### config.mk
export PLATFORM = sky130hd
export DESIGN_NAME = ftr_ctrl
export DESIGN_NICKNAME = d
export VERILOG_FILES = /design/src/hw/rtl/ftr_pkg.sv /design/src/hw/rtl/ftr_ctrl.sv
export SDC_FILE = /design/constraint.sdc
export NUM_CORES = 1
export LEC_CHECK = 0
export ABC_AREA = 1
export ABC_CLOCK_PERIOD_IN_PS = 1900
export BUFFER_PORTS_ARGS = -buffer_cell sky130_fd_sc_hd__buf_2
export CORE_ASPECT_RATIO = 2
export CORE_MARGIN = 2
export CORE_UTILIZATION = 25
export DETAILED_ROUTE_END_ITERATION = 16
export HOLD_SLACK_MARGIN = 0.12
export PLACE_DENSITY = 0.46
export SETUP_SLACK_MARGIN = 0.02
export SLEW_MARGIN = 40
export SYNTH_ARGS = -nofsm -noshare
export SYNTH_HDL_FRONTEND = slang
export SYNTH_SLANG_ARGS = --single-unit
### constraint.sdc
create_clock -name clk -period 1.9 [get_ports clk]
set_input_delay 0.19 -clock clk [delete_from_list [all_inputs] [get_ports clk]]
set_output_delay 0.19 -clock clk [all_outputs]
set_load 0.01 [all_outputs]
### src/hw/rtl/ftr_pkg.sv
// Shared types, constants and the 5x7 glyph table for the text renderer.
// No dependencies; imported by the controller, the datapath and the top level.
`timescale 1ns / 1ps

package ftr_pkg;

  localparam int SCREEN_WIDTH_DEF  = 128;
  localparam int SCREEN_HEIGHT_DEF = 32;

  localparam int GLYPH_COLS = 5;
  localparam int GLYPH_ROWS = 7;
  localparam int GLYPH_COUNT = 95;
  localparam int DRAW_STEPS = 2 * GLYPH_ROWS;

  localparam logic [7:0] CODE_NUL    = 8'h00;
  localparam logic [7:0] CODE_CR     = 8'h0D;
  localparam logic [7:0] CODE_LF     = 8'h0A;
  localparam logic [7:0] GLYPH_FIRST = 8'h20;
  localparam logic [7:0] GLYPH_LAST  = 8'h7E;
  localparam logic [8:0] COL_SPAN    = 9'd5;
  localparam logic [8:0] ADVANCE     = 9'd6;
  localparam logic [8:0] ROW_SPAN    = 9'd7;
  localparam logic [8:0] LINE_STEP   = 9'd8;

  typedef enum logic [1:0] {
    ACT_CLEAR = 2'd0,
    ACT_BEGIN = 2'd1,
    ACT_DRAW  = 2'd2,
    ACT_READ  = 2'd3
  } action_t;

  typedef enum logic [1:0] {
    REG_CLIP_LEFT   = 2'd0,
    REG_CLIP_TOP    = 2'd1,
    REG_CLIP_RIGHT  = 2'd2,
    REG_CLIP_BOTTOM = 2'd3
  } reg_index_t;

  // Controller to datapath
  typedef struct packed {
    logic       load;
    logic       exec;
    logic       sweep;
    logic       draw;
    logic [3:0] step;
    logic       out_load;
  } ftr_cmd_t;

  // Datapath to controller
  typedef struct packed {
    action_t act;
    logic    start_draw;
    logic    sweep_last;
    logic    out_free;
  } ftr_status_t;

  // Each entry lists columns 0..4 from the high byte down; bit 0 of a column is its top pixel.
  localparam logic [39:0] GLYPH_ROM [GLYPH_COUNT] = '{
    40'h0000000000, 40'h00005F0000, 40'h0007000700,
    40'h147F147F14, 40'h242A7F2A12, 40'h2313086462,
    40'h3649552250, 40'h0005030000, 40'h001C224100,
    40'h0041221C00, 40'h14083E0814, 40'h08083E0808,
    40'h0050300000, 40'h0808080808, 40'h0060600000,
    40'h2010080402, 40'h3E5149453E, 40'h00427F4000,
    40'h4261514946, 40'h2141454B31, 40'h1814127F10,
    40'h2745454539, 40'h3C4A494930, 40'h0171090503,
    40'h3649494936, 40'h064949291E, 40'h0036360000,
    40'h0056360000, 40'h0814224100, 40'h2424242424,
    40'h0041221408, 40'h0201510906, 40'h324979413E,
    40'h7C1211127C, 40'h7F49494936, 40'h3E41414122,
    40'h7F4141221C, 40'h7F49494941, 40'h7F09090901,
    40'h3E4149497A, 40'h7F0808087F, 40'h00417F4100,
    40'h2040413F01, 40'h7F08142241, 40'h7F40404040,
    40'h7F020C027F, 40'h7F0408107F, 40'h3E4141413E,
    40'h7F09090906, 40'h3E4151215E, 40'h7F09192946,
    40'h4649494931, 40'h01017F0101, 40'h3F4040403F,
    40'h1F2040201F, 40'h3F4038403F, 40'h6314081463,
    40'h0708700807, 40'h6151494543, 40'h007F414100,
    40'h0204081020, 40'h0041417F00, 40'h0402010204,
    40'h4040404040, 40'h0001020400, 40'h2054545478,
    40'h7F48444438, 40'h3844444420, 40'h384444487F,
    40'h3854545418, 40'h087E090102, 40'h0C5252523E,
    40'h7F08040478, 40'h00447D4000, 40'h2040443D00,
    40'h7F10284400, 40'h00417F4000, 40'h7C04180478,
    40'h7C08040478, 40'h3844444438, 40'h7C14141408,
    40'h081414187C, 40'h7C08040408, 40'h4854545420,
    40'h043F444020, 40'h3C4040207C, 40'h1C2040201C,
    40'h3C4030403C, 40'h4428102844, 40'h0C5050503C,
    40'h4464544C44, 40'h0008364100, 40'h00007F0000,
    40'h0041360800, 40'h0804081008
  };

  // Pixels of one glyph row, bit c for column c
  function automatic logic [GLYPH_COLS-1:0] glyph_row(input logic [6:0] idx,
                                                      input logic [2:0] r);
    logic [39:0]            g;
    logic [GLYPH_COLS-1:0]  bits;
    int                     c;
    g = (idx < 7'(GLYPH_COUNT)) ? GLYPH_ROM[idx] : '0;
    for (c = 0; c < GLYPH_COLS; c++) begin
      bits[c] = g[32 - 8 * c + int'(r)];
    end
    return bits;
  endfunction

endpackage

### src/hw/rtl/ftr_ctrl.sv
// Sequencer for the text renderer: input handshake, clearing sweep, glyph steps.
// Depends on ftr_pkg; drives the datapath through ftr_cmd_t.
`timescale 1ns / 1ps

module ftr_ctrl (
  input  logic                 clk,
  input  logic                 rst,
  input  logic                 in_valid,
  output logic                 in_ready,
  output ftr_pkg::ftr_cmd_t    cmd,
  input  ftr_pkg::ftr_status_t status
);
  import ftr_pkg::*;

  typedef enum logic [5:0] {
    ST_IDLE  = 6'b000001,
    ST_EXEC  = 6'b000010,
    ST_SWEEP = 6'b000100,
    ST_DRAW  = 6'b001000,
    ST_DRAIN = 6'b010000,
    ST_DONE  = 6'b100000
  } state_t;

  localparam logic [3:0] LAST_STEP = 4'(DRAW_STEPS - 1);

  state_t     state, state_next;
  logic [3:0] step, step_next;
  logic       item_sweep, item_sweep_next;

  always_comb begin
    state_next      = state;
    step_next       = step;
    item_sweep_next = item_sweep;
    in_ready        = 1'b0;
    cmd             = '0;
    cmd.step        = step;
    case (state)
      ST_IDLE: begin
        in_ready = 1'b1;
        if (in_valid) begin
          cmd.load   = 1'b1;
          state_next = ST_EXEC;
        end
      end
      ST_EXEC: begin
        cmd.exec = 1'b1;
        if (status.act == ACT_CLEAR) begin
          item_sweep_next = 1'b1;
          state_next      = ST_SWEEP;
        end else if (status.start_draw) begin
          step_next  = '0;
          state_next = ST_DRAW;
        end else begin
          state_next = ST_DONE;
        end
      end
      ST_SWEEP: begin
        cmd.sweep = 1'b1;
        if (status.sweep_last) begin
          item_sweep_next = 1'b0;
          state_next      = item_sweep ? ST_DONE : ST_IDLE;
        end
      end
      ST_DRAW: begin
        cmd.draw  = 1'b1;
        step_next = step + 4'd1;
        if (step == LAST_STEP) begin
          state_next = ST_DRAIN;
        end
      end
      ST_DRAIN: begin
        // last read-modify-write lands this cycle
        state_next = ST_DONE;
      end
      ST_DONE: begin
        if (status.out_free) begin
          cmd.out_load = 1'b1;
          state_next   = ST_IDLE;
        end
      end
      default: begin
        state_next = ST_IDLE;
      end
    endcase
  end

  always_ff @(posedge clk) begin
    if (rst) begin
      state      <= ST_SWEEP;
      step       <= '0;
      item_sweep <= 1'b0;
    end else begin
      state      <= state_next;
      step       <= step_next;
      item_sweep <= item_sweep_next;
    end
  end

endmodule

==> results of run 1 <==
## power groups by stage
stage / Sequential [W] / Clock [W] / Combinational, W
after floorplan: 0.000252 / 0 / 0.0000836
after global placement: 0.000253 / 0 / 0.000122
after detailed placement: 0.000253 / 0 / 0.000120
after CTS: 0.000248 / 0.000242 / 0.000121
after global routing: 0.000250 / 0.000262 / 0.000135
final: 0.000248 / 0.000237 / 0.000120
## how the worst max path moves through the flow
stage | slack [ns] | cells past startpoint | startpoint | to
floorplan | 0.67 | 8 | step[0] | state[0]
global placement | 0.50 | 8 | step[0] | state[0]
detailed placement | 0.51 | 8 | step[0] | state[0]
CTS | 0.39 | 4 | state[4] | cmd[5]
global route | 0.22 | 5 | state[0] | cmd[8]
finish | 0.41 | 4 | state[4] | cmd[5]
## cell families (layout without fill, tap and decap cells)
kind of cell               Yosys count  in the layout  synth area share
buffers and inverters               25             45            0.1379
AOI/OAI and AO/OA                    8              8           0.05881
DFF                                 11             11            0.3235
and+or+nand+nor                     62             62            0.4301
xor gates and xnor gates             1              1           0.01287
adders and majority gates            2              2           0.03676
## cell usage after synthesis, drive strengths merged
cell and instances:
inv 24, nand2 22, nor2 18, nand3 14
dfxtp 11, a21oi 7, nand4 4, or2 3
ha 2, buf 1, nor4 1, o21ai 1
xor2 1
## area by class of cell
type,instances,area (sq um)
clock buffers,4,45.04
multi-input cells,73,366.6
inverters,24,90.09
well taps,28,35.03
repair buffers,17,85.08
flip-flops and latches,11,220.2
fillers,307,1728
## state kept, by name (all words and copies together), names as in the netlist
| register | count |
|---|---|
| state | 6 |
| step | 4 |
| item_sweep | 1 |
## through the flow
stage	instances	worst slack, ns	area [sq um]
after floorplan	109	0.6677	680.7
after global placement	153	0.5029	797.0
after detailed placement	153	0.5133	797.0
after CTS	157	0.3885	842.1
after global routing	157	0.2189	842.1
final	157	0.4125	842.1
## per-layer routing
layer	global-route usage	vias up	part of all wire
met5	0	-	0
met2	0.2563	21	0.58
met4	0.09000	0	0.036
met3	0.02571	7	0.036
li1	-	377	-
met1	0.1263	327	0.35
## worst register-to-register path, cell delays in order (launching register included)
cell	delay (ns)
sky130_fd_sc_hd__dfxtp_1	0.43
sky130_fd_sc_hd__ha_1	0.21
sky130_fd_sc_hd__nand3_1	0.09
sky130_fd_sc_hd__nand4_1	0.10
sky130_fd_sc_hd__nand2_1	0.10
sky130_fd_sc_hd__nor2_2	0.16
sky130_fd_sc_hd__nand2_1	0.11
sky130_fd_sc_hd__a21oi_1	0.13
==> results.md, run 1 <==
- The repair_antennas step left the layout with diodes totalling 0.
- The floorplan step defined a die boundary enclosing 3181 sq um.
- The most common cell after layout, fill and taps aside is sky130_fd_sc_hd__inv_1.
- Across all layers, the routed design uses 732 vias.
- The count of synthesis-stage warnings from yosys is 0.
- In this run the post-CTS setup repair buffer count came out at 0.
- The nature of the critical path startpoint is a register.
- The die extent in y is 77.79 um.
- The number of ports placed on the die boundary is 18.
- The synthesized design spends more area on one cell type than any other, namely sky130_fd_sc_hd__dfxtp_1.
- The number of hold buffers added after CTS was 0.
- The synthesized netlist occupies a cell area of 680.7 sq um.
- After clock tree synthesis, the clock-pin slew on the worst setup and hold paths is 0.05 ns.
- The run finished with clean final reports.
- The number of antenna violations at the first check in global routing was 0.
- The analysis attributes to cell leakage a power of 0.4742 nW.
- For the worst setup path, the data required time is 1.71 ns.
- In the layout the commonest cells are 23 x sky130_fd_sc_hd__inv_1, 22 x sky130_fd_sc_hd__nand2_1, 17 x sky130_fd_sc_hd__buf_2, 13 x sky130_fd_sc_hd__nor2_1, 13 x sky130_fd_sc_hd__nand3_1.
- During placement, the flow inserted port buffers numbering 17.
- The total count of max-transition violations in the final report came to 0.
- The final count of negative-setup-slack endpoints is 0.
- The first detailed-routing pass ran for 4 iterations.
- The sequential share of power is 0.411.
- The core occupancy in the finished layout is 0.3277.
- The fraction of power consumed by combinational cells is 0.198.
- For the pin with the worst max-slew slack, the measured transition is 0.2628 ns.
- The worst setup path is of the reg -> out kind.
- The element type at the critical path end is an output port.
- The clock drives 11 sinks.
- The floorplan step set the die width to 40.90 um.
- The average wire length per cell after detail routing is 11.71 um.
- The detail route stage leaves a number of antenna-violating nets equal to 0.
- Of all nets on the critical path, the largest fanout is 5.
- The maximum number of pins on one net before global-route repair is 9.
- The max-capacitance violation count is 0.
- The slowest library cell on the worst path is sky130_fd_sc_hd__dfxtp_1.
- The placement row count is 26.
- After detailed routing, the number of vias per cell comes to 4.662.
- The CTS buffer count is 3.
- Power spread over the standard cell area amounts to 718.1 nW/um^2.
- Dividing the final minimum period by the clock period gives 0.7829.
- The max-slew headroom at the worst pin is 0.8242.
- For the final routed database, the setup TNS stands at 0 ns.
- The level count of the clock H-tree is 1.
- The number of endpoints with negative hold slack in the final report is 0.
- The clock insertion delay at the later pin of the skew report is 0.24 ns.
- The number of global-route vias before repair is 737.
- The design draws 0.0006047 W.
- The placeable core region is 2570 sq um.
- Of the total power, the share spent switching nets is 0.2927.
- The synthesized design contains 11 register bits.
- The post-CTS resize count is 0.
- In the final design database the tool counted 140 nets.
- Traced cell by cell, the critical path runs through nor2_2 > nand3_1 > inv_2 > buf_2.
- The worst ir drop on vdd is 345.1 uV.
- Of the total power, the clock network draws 0.391.
- In the global route stage, overall resource usage came out at 0.1429.
- In the final layout, the share of cells above drive strength 1 is 0.2171.
- The kind of cell adding the most delay to the critical path is simple AND/OR/NAND/NOR gates.
- The launch point of the worst hold path is rst.
- For this configuration, the core starts out at a cell density of 0.2648.
- No sink is reached through more buffers than the 2 on the longest clock path.
- The critical path arrival is 1.30 ns.
- The total DRC errors in the routed layout is 0.
- TritonCTS built the clock tree.
- The initial DRC count is 18.
- The worst path buffer plus inverter count is 2.
- Synthesis produced a netlist with a net count of 119.
- Of the post-synthesis cell area, the dominant cell type holds 0.3235.
- Counting every instance in the synthesized netlist gives 109.
- The type of the tightest min-delay check is in -> reg.
- The post-route minimum period is 1.487 ns.
- Routability-driven placement finished with a final weighted congestion of 0.7714.
- The endpoint of the worst register-to-register path is state[5].
- The average instance in the mapped netlist occupies 6.245 sq um.
- The share of synthesized area occupied by flip-flops and latches is 0.3235.
- The overflow left after global routing is 0.
- The internal cell power is 0.0004277 W.
- The startpoint of the lowest-slack register-to-register path is step[0].
- The distinct cell type count after synthesis is 18.
- The final layout contains routed wiring with a total length of 1838 um.
- Based on the critical path, the design can be clocked at up to 0.6723 GHz.
- The first global-routing pass estimated 3105 um of wire.
- By area the synthesized netlist is led by sky130_fd_sc_hd__dfxtp_1 32%, sky130_fd_sc_hd__inv_1 13%, sky130_fd_sc_hd__nand2_1 12%.
- The clock tree skew after final layout is 0.003530 ns.
- The number of cells on the worst reg-to-reg path is 7.
- For hold timing, the worst endpoint is item_sweep.
- The switching power summed over all nets is 0.0001770 W.
- The final hold slack is 0.2423 ns.
- The area growth from synthesis to layout is 23.71%.
- The root buffer cell chosen for the clock tree is sky130_fd_sc_hd__clkbuf_8.
- Across all register-to-register paths, the minimum setup slack is 0.51 ns.
- Setup repair after global routing left no endpoint under its margin.
- Summed over all nets, the half-perimeter wirelength after detailed placement is 1570 um.
- The worst hold path passes through 2 cells.
- The largest single stage delay on the critical path is 0.34 ns.
Note: power is estimated with default switching activity, not from simulation.
==> run 2: changes to the inputs <==
--- a/config.mk
+++ b/config.mk
@@ -6,7 +6,7 @@
 export NUM_CORES = 1
 export LEC_CHECK = 0
 export ABC_AREA = 1
-export ABC_CLOCK_PERIOD_IN_PS = 1900
+export ABC_CLOCK_PERIOD_IN_PS = 1550
 export BUFFER_PORTS_ARGS = -buffer_cell sky130_fd_sc_hd__buf_2
 export CORE_ASPECT_RATIO = 2
 export CORE_MARGIN = 2
==> constraint.sdc (replaced) <==
create_clock -name clk -period 1.55 [get_ports clk]
set_input_delay 0.155 -clock clk [delete_from_list [all_inputs] [get_ports clk]]
set_output_delay 0.155 -clock clk [all_outputs]
set_load 0.01 [all_outputs]
==> run 2 against run 1 <==
Effect of this change:
- total power grew 23%
- worst setup slack lost 0.30 ns
- register-to-register slack lost 0.33 ns
- clock-buffer cell count is the same
- critical path type unchanged
- largest cell class unchanged
- highest routed layer unchanged
==> results.md, run 2 (synthesis gave the netlist of run 1 again) <==
- The overflow left after global routing came to 0 (unchanged).
- The initial DRC count is 9 (-9).
- The number of buffer cells added on primary ports came to 17 (unchanged).
- The first-pass GRT wire length is 2980 um (-4.0%).
- Counting flops per register, the top entry is state.
- The max-slew headroom at the worst pin is 0.8187 (-0.005454).
- The routability congestion estimate from global placement is 0.7716 (about the same).
- The number of global-route vias before repair is 704 (-4.5%).
- The final instance count without filler cells was 157 (unchanged).
- The number of cells on the worst reg-to-reg path is 8 (+1).
- The number of search-and-repair iterations in the first detailed-routing pass is 4 (unchanged).
- The area growth from synthesis to layout is 25.18%.
- The startpoint of the lowest-slack register-to-register path is step[0].
- The final count of negative-setup-slack endpoints is 0 (unchanged).
- The placeable core region is 2570 sq um (unchanged).
- The average via count per standard cell was 4.503 (-3.4%).
- The global router's overall resource usage is 0.1422 (-0.0007524).
- The most common cell after layout, fill and taps aside is sky130_fd_sc_hd__inv_1.
- The starting density of the core is 0.2648 (unchanged).
- The instance count along the most critical hold path came to 2 (unchanged).
- The number of diodes added for antenna fixing is 0 (unchanged).
- The average wire length per cell after detail routing is 11.72 um (+0.11%).
- The count of hold-fix buffers inserted at cts is 0 (unchanged).
- The post-CTS resize count was 0 (unchanged).
- The master cell of the clock root buffer is sky130_fd_sc_hd__clkbuf_8.
- The peak fanout along the critical path is 5 (unchanged).
- The placement row count is 26 (unchanged).
- The fraction of power consumed by combinational cells is 0.200 (+0.002).
- The placed wire-length estimate is 1576 um (+0.36%).
- The post-CTS clock slew at the launch and capture registers of the worst setup and hold paths came to 0.05 ns (about the same).
- The proportion of layout cells with a drive suffix above 1 is 0.2326 (+0.01550).
- Dividing the final minimum period by the clock period gives 0.9252.
- In this run the critical register-to-register path is captured at state[0].
- The number of ports placed on the die boundary was 18 (unchanged).
- The number of placed cells counting well taps is 153 (unchanged).
- The number of buffers inserted to repair setup after CTS is 0 (unchanged).
- The sequential share of power came to 0.409 (-0.002).
- The slew at the pin closest to its max-slew limit is 0.2716 ns (+0.008859 ns).
- The sum of routed wire length over all layers is 1840 um (+0.11%).
- The worst hold path terminates at item_sweep.
- The level count of the clock H-tree is 1 (unchanged).
- The internal cell power was 0.0005250 W (+23%).
- The net count reported at finish is 140 (unchanged).
- Derived from the worst setup path, the maximum achievable clock frequency is 0.6973 GHz.
- The post-route minimum period is 1.434 ns.
- The total count of max-transition violations in the final report was 0 (unchanged).
- The CTS sink count is 11 (unchanged).
- The reported leakage power was 0.4755 nW (+0.29%).
- The max-capacitance violation count is 0 (unchanged).
- The CTS buffer count was 3 (unchanged).
- Setup repair after global routing could not meet its margin everywhere.
- The category of the most critical setup path is reg -> out.
- The register-to-register setup slack was 0.18 ns (-0.33 ns).
- The share of total power in the clock network is 0.391 (about the same).
- The clock tree from TritonCTS is done.
- The switching power summed over all nets is 0.0002192 W (+24%).
- The die extent in y is 77.79 um (unchanged).
- The power per cell area is 873.5 nW/um^2 (+22%).
- The area of the die is 3181 sq um (unchanged).
- The startpoint identified for the worst hold timing path is rst.
- The critical path arrival was 1.28 ns (-0.02 ns).
- The largest registers in the layout are state: 6 flops, step: 4 flops, item_sweep: 1 flops.
- The horizontal die dimension came to 40.90 um (unchanged).
- The run finished with clean final reports.
- The total DRC errors in the routed layout is 0 (unchanged).
- The number of antenna-violating nets in the routed design is 0 (unchanged).
- The number of endpoints with negative hold slack in the final report was 0 (unchanged).
- The endpoint required time on the critical path is 1.39 ns (-0.32 ns).
- The worst setup path is launched from a register.
- The element type at the critical path end is an output port.
- Leaving out fill and tap cells, the most frequent cells in the layout are 23 x sky130_fd_sc_hd__inv_1, 22 x sky130_fd_sc_hd__nand2_1, 17 x sky130_fd_sc_hd__buf_2, 13 x sky130_fd_sc_hd__nor2_1.
- The worst hold path belongs to the class in -> reg.
- The clock insertion delay at the later pin of the skew report came to 0.24 ns (about the same).
- The maximum number of pins on one net before global-route repair is 9 (unchanged).
- The number of antenna violations at the first check in global routing came to 0 (unchanged).
- The switching share of power is 0.2945 (+0.001847).
- The vias after detailed routing came to 707 (-3.4%).
- The number of flip-flops in the largest register was 6 (unchanged).
- The maximum clock insertion buffer count is 2 (unchanged).
- The worst ir drop on vdd is 504.6 uV (+46%).
- The accumulated negative setup slack is 0 ns (unchanged).
- The clock tree skew after final layout was 0.005011 ns (+0.001482 ns).
[run 2: cell types whose count changed in the layout (fill, tap and decap cells not counted)]
| cell | before | now |
|---|---|---|
| sky130_fd_sc_hd__nand3_2 | 1 | 3 |
| sky130_fd_sc_hd__nand3_1 | 13 | 11 |
[run 2: stage by stage]
step | hold slack, ns | total power [W] | util | area, sq um | worst slack [ns]
detailed placement | 0.4560 | 0.0004585 | 0.3101 | 797.0 | 0.1732
CTS | 0.2012 | 0.0007511 | 0.3277 | 842.1 | 0.06197
global placement | 0.4504 | 0.0004599 | 0.3101 | 797.0 | 0.1528
global route | 0.2100 | 0.0007871 | 0.3315 | 852.1 | 0.01339
finish | 0.2005 | 0.0007443 | 0.3315 | 852.1 | 0.1159
floorplan | 0.3766 | 0.0004114 | - | 680.7 | 0.3177
[run 2: critical path: stages (launching register included)]
cell and delay, ns:
sky130_fd_sc_hd__dfxtp_1 0.34, sky130_fd_sc_hd__nor2_2 0.24, sky130_fd_sc_hd__nand3_2 0.18, sky130_fd_sc_hd__inv_2 0.13, sky130_fd_sc_hd__buf_2 0.14
[run 2: cell type report]
type | count | area [sq um]
Inverter | 24 | 90.09
Fill cell | 297 | 1718
Clock buffer | 4 | 45.04
Timing Repair Buffer | 17 | 85.08
Tap cell | 28 | 35.03
Multi-Input combinational cell | 73 | 376.6
Sequential cell | 11 | 220.2
[run 2: worst max-delay path by stage]
stage	depth (start not counted)	slack, ns	end	start
CTS	4	0.06	cmd[5]	state[4]
finish	4	0.12	cmd[5]	state[4]
detailed placement	8	0.17	state[0]	step[0]
floorplan	8	0.32	state[0]	step[0]
global route	5	0.01	cmd[8]	state[0]
global placement	8	0.15	state[0]	step[0]
[run 2: power by group through the flow]
stage	sequential, W	clock, W	combinational, W
floorplan	0.000309	0	0.000102
global placement	0.000310	0	0.000150
detailed placement	0.000310	0	0.000148
CTS	0.000305	0.000298	0.000149
global route	0.000306	0.000311	0.000171
finish	0.000304	0.000291	0.000149
[run 2: per-layer routing]
layer / wire length, um / track usage / vias to the layer above
met5: 0 / 0 / -
met4: 47 / 0.09000 / 0
met3: 77 / 0.02571 / 4
met2: 1092 / 0.2609 / 21
met1: 623 / 0.1186 / 307
li1: - / - / 375
==> run 3: changes to the inputs <==
--- a/config.mk
+++ b/config.mk
@@ -8,7 +8,7 @@
 export ABC_AREA = 1
 export ABC_CLOCK_PERIOD_IN_PS = 1550
 export BUFFER_PORTS_ARGS = -buffer_cell sky130_fd_sc_hd__buf_2
-export CORE_ASPECT_RATIO = 2
+export CORE_ASPECT_RATIO = 1.1
 export CORE_MARGIN = 2
 export CORE_UTILIZATION = 25
 export DETAILED_ROUTE_END_ITERATION = 16
==> run 3 against run 2 <==
Effect of this change:
- die area decreased by 0.78%
- critical path type unchanged
- design area shrank 0.73%
- sequential share of layout area is 0.19 points higher
- clock power is 31% lower
- register-to-register slack improved by 0.02 ns
- highest routed layer is now met3
==> results.md, run 3 (synthesis gave the netlist of run 1 again) <==
- The flow ran to the end, and the final reports show no timing, DRC or antenna violations.
- The number of buffer cells added on primary ports is 17 (unchanged).
- The clock tree skew after final layout was 0.0004598 ns (-0.004552 ns).
- The internal cell power is 0.0004437 W (-16%).
- The max-capacitance violation count is 0 (unchanged).
- Traced cell by cell, the critical path runs through inv_1 > nor2_1 > nand3_2 > inv_2 > buf_2.
- The number of global-route vias before repair is 640 (-9.1%).
- In the layout the commonest cells are 23 x sky130_fd_sc_hd__inv_1, 22 x sky130_fd_sc_hd__nand2_1, 17 x sky130_fd_sc_hd__buf_2, 12 x sky130_fd_sc_hd__nor2_1, 12 x sky130_fd_sc_hd__nand3_1.
- The power per cell area is 768.6 nW/um^2 (-12%).
- The slew at the pin closest to its max-slew limit was 0.2469 ns (-0.02471 ns).
- The maximum clock insertion buffer count is 2 (unchanged).
- The starting density of the core is 0.2676 (+0.002736).
- The horizontal die dimension is 53.75 um (+31%).
- In the final layout, the registers with the most flip-flops are state: 6 flops, step: 4 flops, item_sweep: 1 flops.
- The CTS buffer count is 3 (unchanged).
- The endpoint required time on the critical path came to 1.39 ns (about the same).
- The worst setup slack before clock tree synthesis is 0.1892 ns (+0.01600 ns).
- The average via count per standard cell is 4.419 (-1.9%).
- The smallest setup slack after layout was 0.1177 ns (+0.001830 ns).
- The total placed instance area is 800.8 sq um (+0.47%).
- The area of the die is 3156 sq um (-0.78%).
- The total DRC errors in the routed layout is 0 (unchanged).
- The net count reported at finish is 140 (unchanged).
- The proportion of layout cells with a drive suffix above 1 came to 0.2403 (+0.007752).
- The global router's overall resource usage is 0.1196 (-0.02255).
- The reported leakage power is 0.4681 nW (-1.6%).
- The average wire length per cell after detail routing came to 10.18 um (-13%).
- The number of antenna violations at the first check in global routing is 0 (unchanged).
- The post-CTS clock slew at the launch and capture registers of the worst setup and hold paths is 0.07 ns (+0.02 ns).
- The register with the most flip-flops in the final layout is state.
- The placed wire-length estimate is 1332 um (-15%).
- The number of flip-flops in the largest register came to 6 (unchanged).
- The clock insertion delay at the later pin of the skew report was 0.27 ns (+0.03 ns).
- The die extent in y is 58.73 um (-25%).
- The post-route minimum period is 1.432 ns (-0.001830 ns).
- The largest incremental delay on the critical path came to 0.37 ns (+0.03 ns).
- The peak fanout along the critical path is 5 (unchanged).
- The number of ports placed on the die boundary was 18 (unchanged).
- The critical path is of the reg -> out type.
- The fraction of power consumed by combinational cells came to 0.224 (+0.024).
- The sequential share of power is 0.468 (+0.059).
- The total count of max-transition violations in the final report is 0 (unchanged).
- The number of endpoints with negative hold slack in the final report is 0 (unchanged).
- The number of diodes added for antenna fixing is 0 (unchanged).
- The final hold slack is 0.1693 ns (-0.03128 ns).
- The overflow left after global routing is 0 (unchanged).
- The max-slew headroom at the worst pin is 0.8348 (+0.01606).
- The initial DRC count was 20 (+11).
- The placement row count is 19 (-27%).
- The slowest library cell on the worst path is sky130_fd_sc_hd__dfxtp_1.
- The CTS sink count is 11 (unchanged).
- The type of the tightest min-delay check is in -> reg.
- The placeable core region is 2544 sq um (-1.0%).
- The area growth from synthesis to layout is 24.26%.
- The tree is rooted in a sky130_fd_sc_hd__clkbuf_4.
- The vias after detailed routing is 707 (unchanged).
- The first-pass GRT wire length is 2670 um (-10%).
- The accumulated negative setup slack is 0 ns (unchanged).
- STA classifies the critical path startpoint as a register.
- TritonCTS built the clock tree.
- The critical path arrival is 1.28 ns (about the same).
- The number of antenna-violating nets in the routed design is 0 (unchanged).
- The level count of the clock H-tree is 1 (unchanged).
- The most common cell after layout, fill and taps aside is sky130_fd_sc_hd__inv_1.
- The switching share of power is 0.3176 (+0.02304).
- The post-route clock period utilization is 0.9241 (-0.001181).
- The worst ir drop on vdd is 343.9 uV (-32%).
- The routability congestion estimate from global placement is 0.7744 (+0.36%).
- The switching power summed over all nets is 0.0002065 W (-5.8%).
- The maximum number of pins on one net before global-route repair is 9 (unchanged).
- The share of total power in the clock network is 0.308 (-0.083).
- The maximum clock frequency is 0.6982 GHz (+0.13%).
- The number of search-and-repair iterations in the first detailed-routing pass was 4 (unchanged).
- The final count of negative-setup-slack endpoints came to 0 (unchanged).
- The total non-filler cell area in the finished layout is 845.8 sq um (-0.73%).
- The sum of routed wire length over all layers is 1628 um (-12%).
- The core occupancy in the finished layout is 0.3325 (+0.0009660).
- Setup repair after global routing could not meet its margin everywhere.
- The worst setup path is captured at an output port.
- The count of hold-fix buffers inserted at cts is 0 (unchanged).
- The count of filler cells inserted in the layout is 304 (+2.4%).
==> run 3: cell counts in the layout (fill, tap and decap cells not counted) <==
Identical to the previous run, type by type.
==> run 3: critical path, delay by kind of cell, from the launching register on <==
kind	cells	cell delay, ns
and+or+nand+nor	2	0.31
DFF	1	0.37
buffers and inverters	3	0.34
==> run 3: cell type report <==
class / instances / area (sq um) / share of cell area
well taps: 31 / 38.79 / 0.04586
multi-input cells: 73 / 385.4 / 0.4556
clock buffers: 4 / 26.28 / 0.03107
flip-flops and latches: 11 / 220.2 / 0.2604
inverters: 24 / 90.09 / 0.1065
repair buffers: 17 / 85.08 / 0.1006
==> run 3: worst paths after layout <==
kind         startpoint    endpoint  slack (ns)  depth (start not counted)
max            state[3]      cmd[5]        0.12                          5
max reg2reg     step[0]    state[0]        0.20                          8
min reg2reg  item_sweep  item_sweep        0.48                          2
min                 rst  item_sweep        0.17                          2
==> run 3: metrics by stage <==
| stage | instances | total power (W) |
|---|---|---|
| after detailed placement | 156 | 0.0004532 |
| after CTS | 160 | 0.0006579 |
| after global placement | 156 | 0.0004557 |
| after global routing | 160 | 0.0006978 |
| after floorplan | 109 | 0.0004114 |
| final | 160 | 0.0006501 |
==> run 3: routing by layer <==
metal | global-route usage | vias up | share of wire
li1 | - | 377 | -
met1 | 0.1431 | 314 | 0.46
met2 | 0.1847 | 16 | 0.48
met3 | 0.03299 | 0 | 0.057
met4 | 0.07692 | 0 | 0
met5 | 0 | - | 0
==> run 3: power by group through the flow <==
stage,Clock (W),Sequential (W),Combinational (W)
after global routing,0.000227,0.000306,0.000165
final,0.000200,0.000304,0.000146
after CTS,0.000211,0.000304,0.000144
after detailed placement,0,0.000311,0.000142
after floorplan,0,0.000309,0.000102
after global placement,0,0.000310,0.000145
==> run 3: repair_timing <==
| item | CTS | global route |
|---|---|---|
| buffers inserted | 0 | 0 |
| endpoints found under the hold margin | 0 | 0 |
| gates resized for setup | 0 | 4 |
| setup endpoints to repair | 0 | 3 |
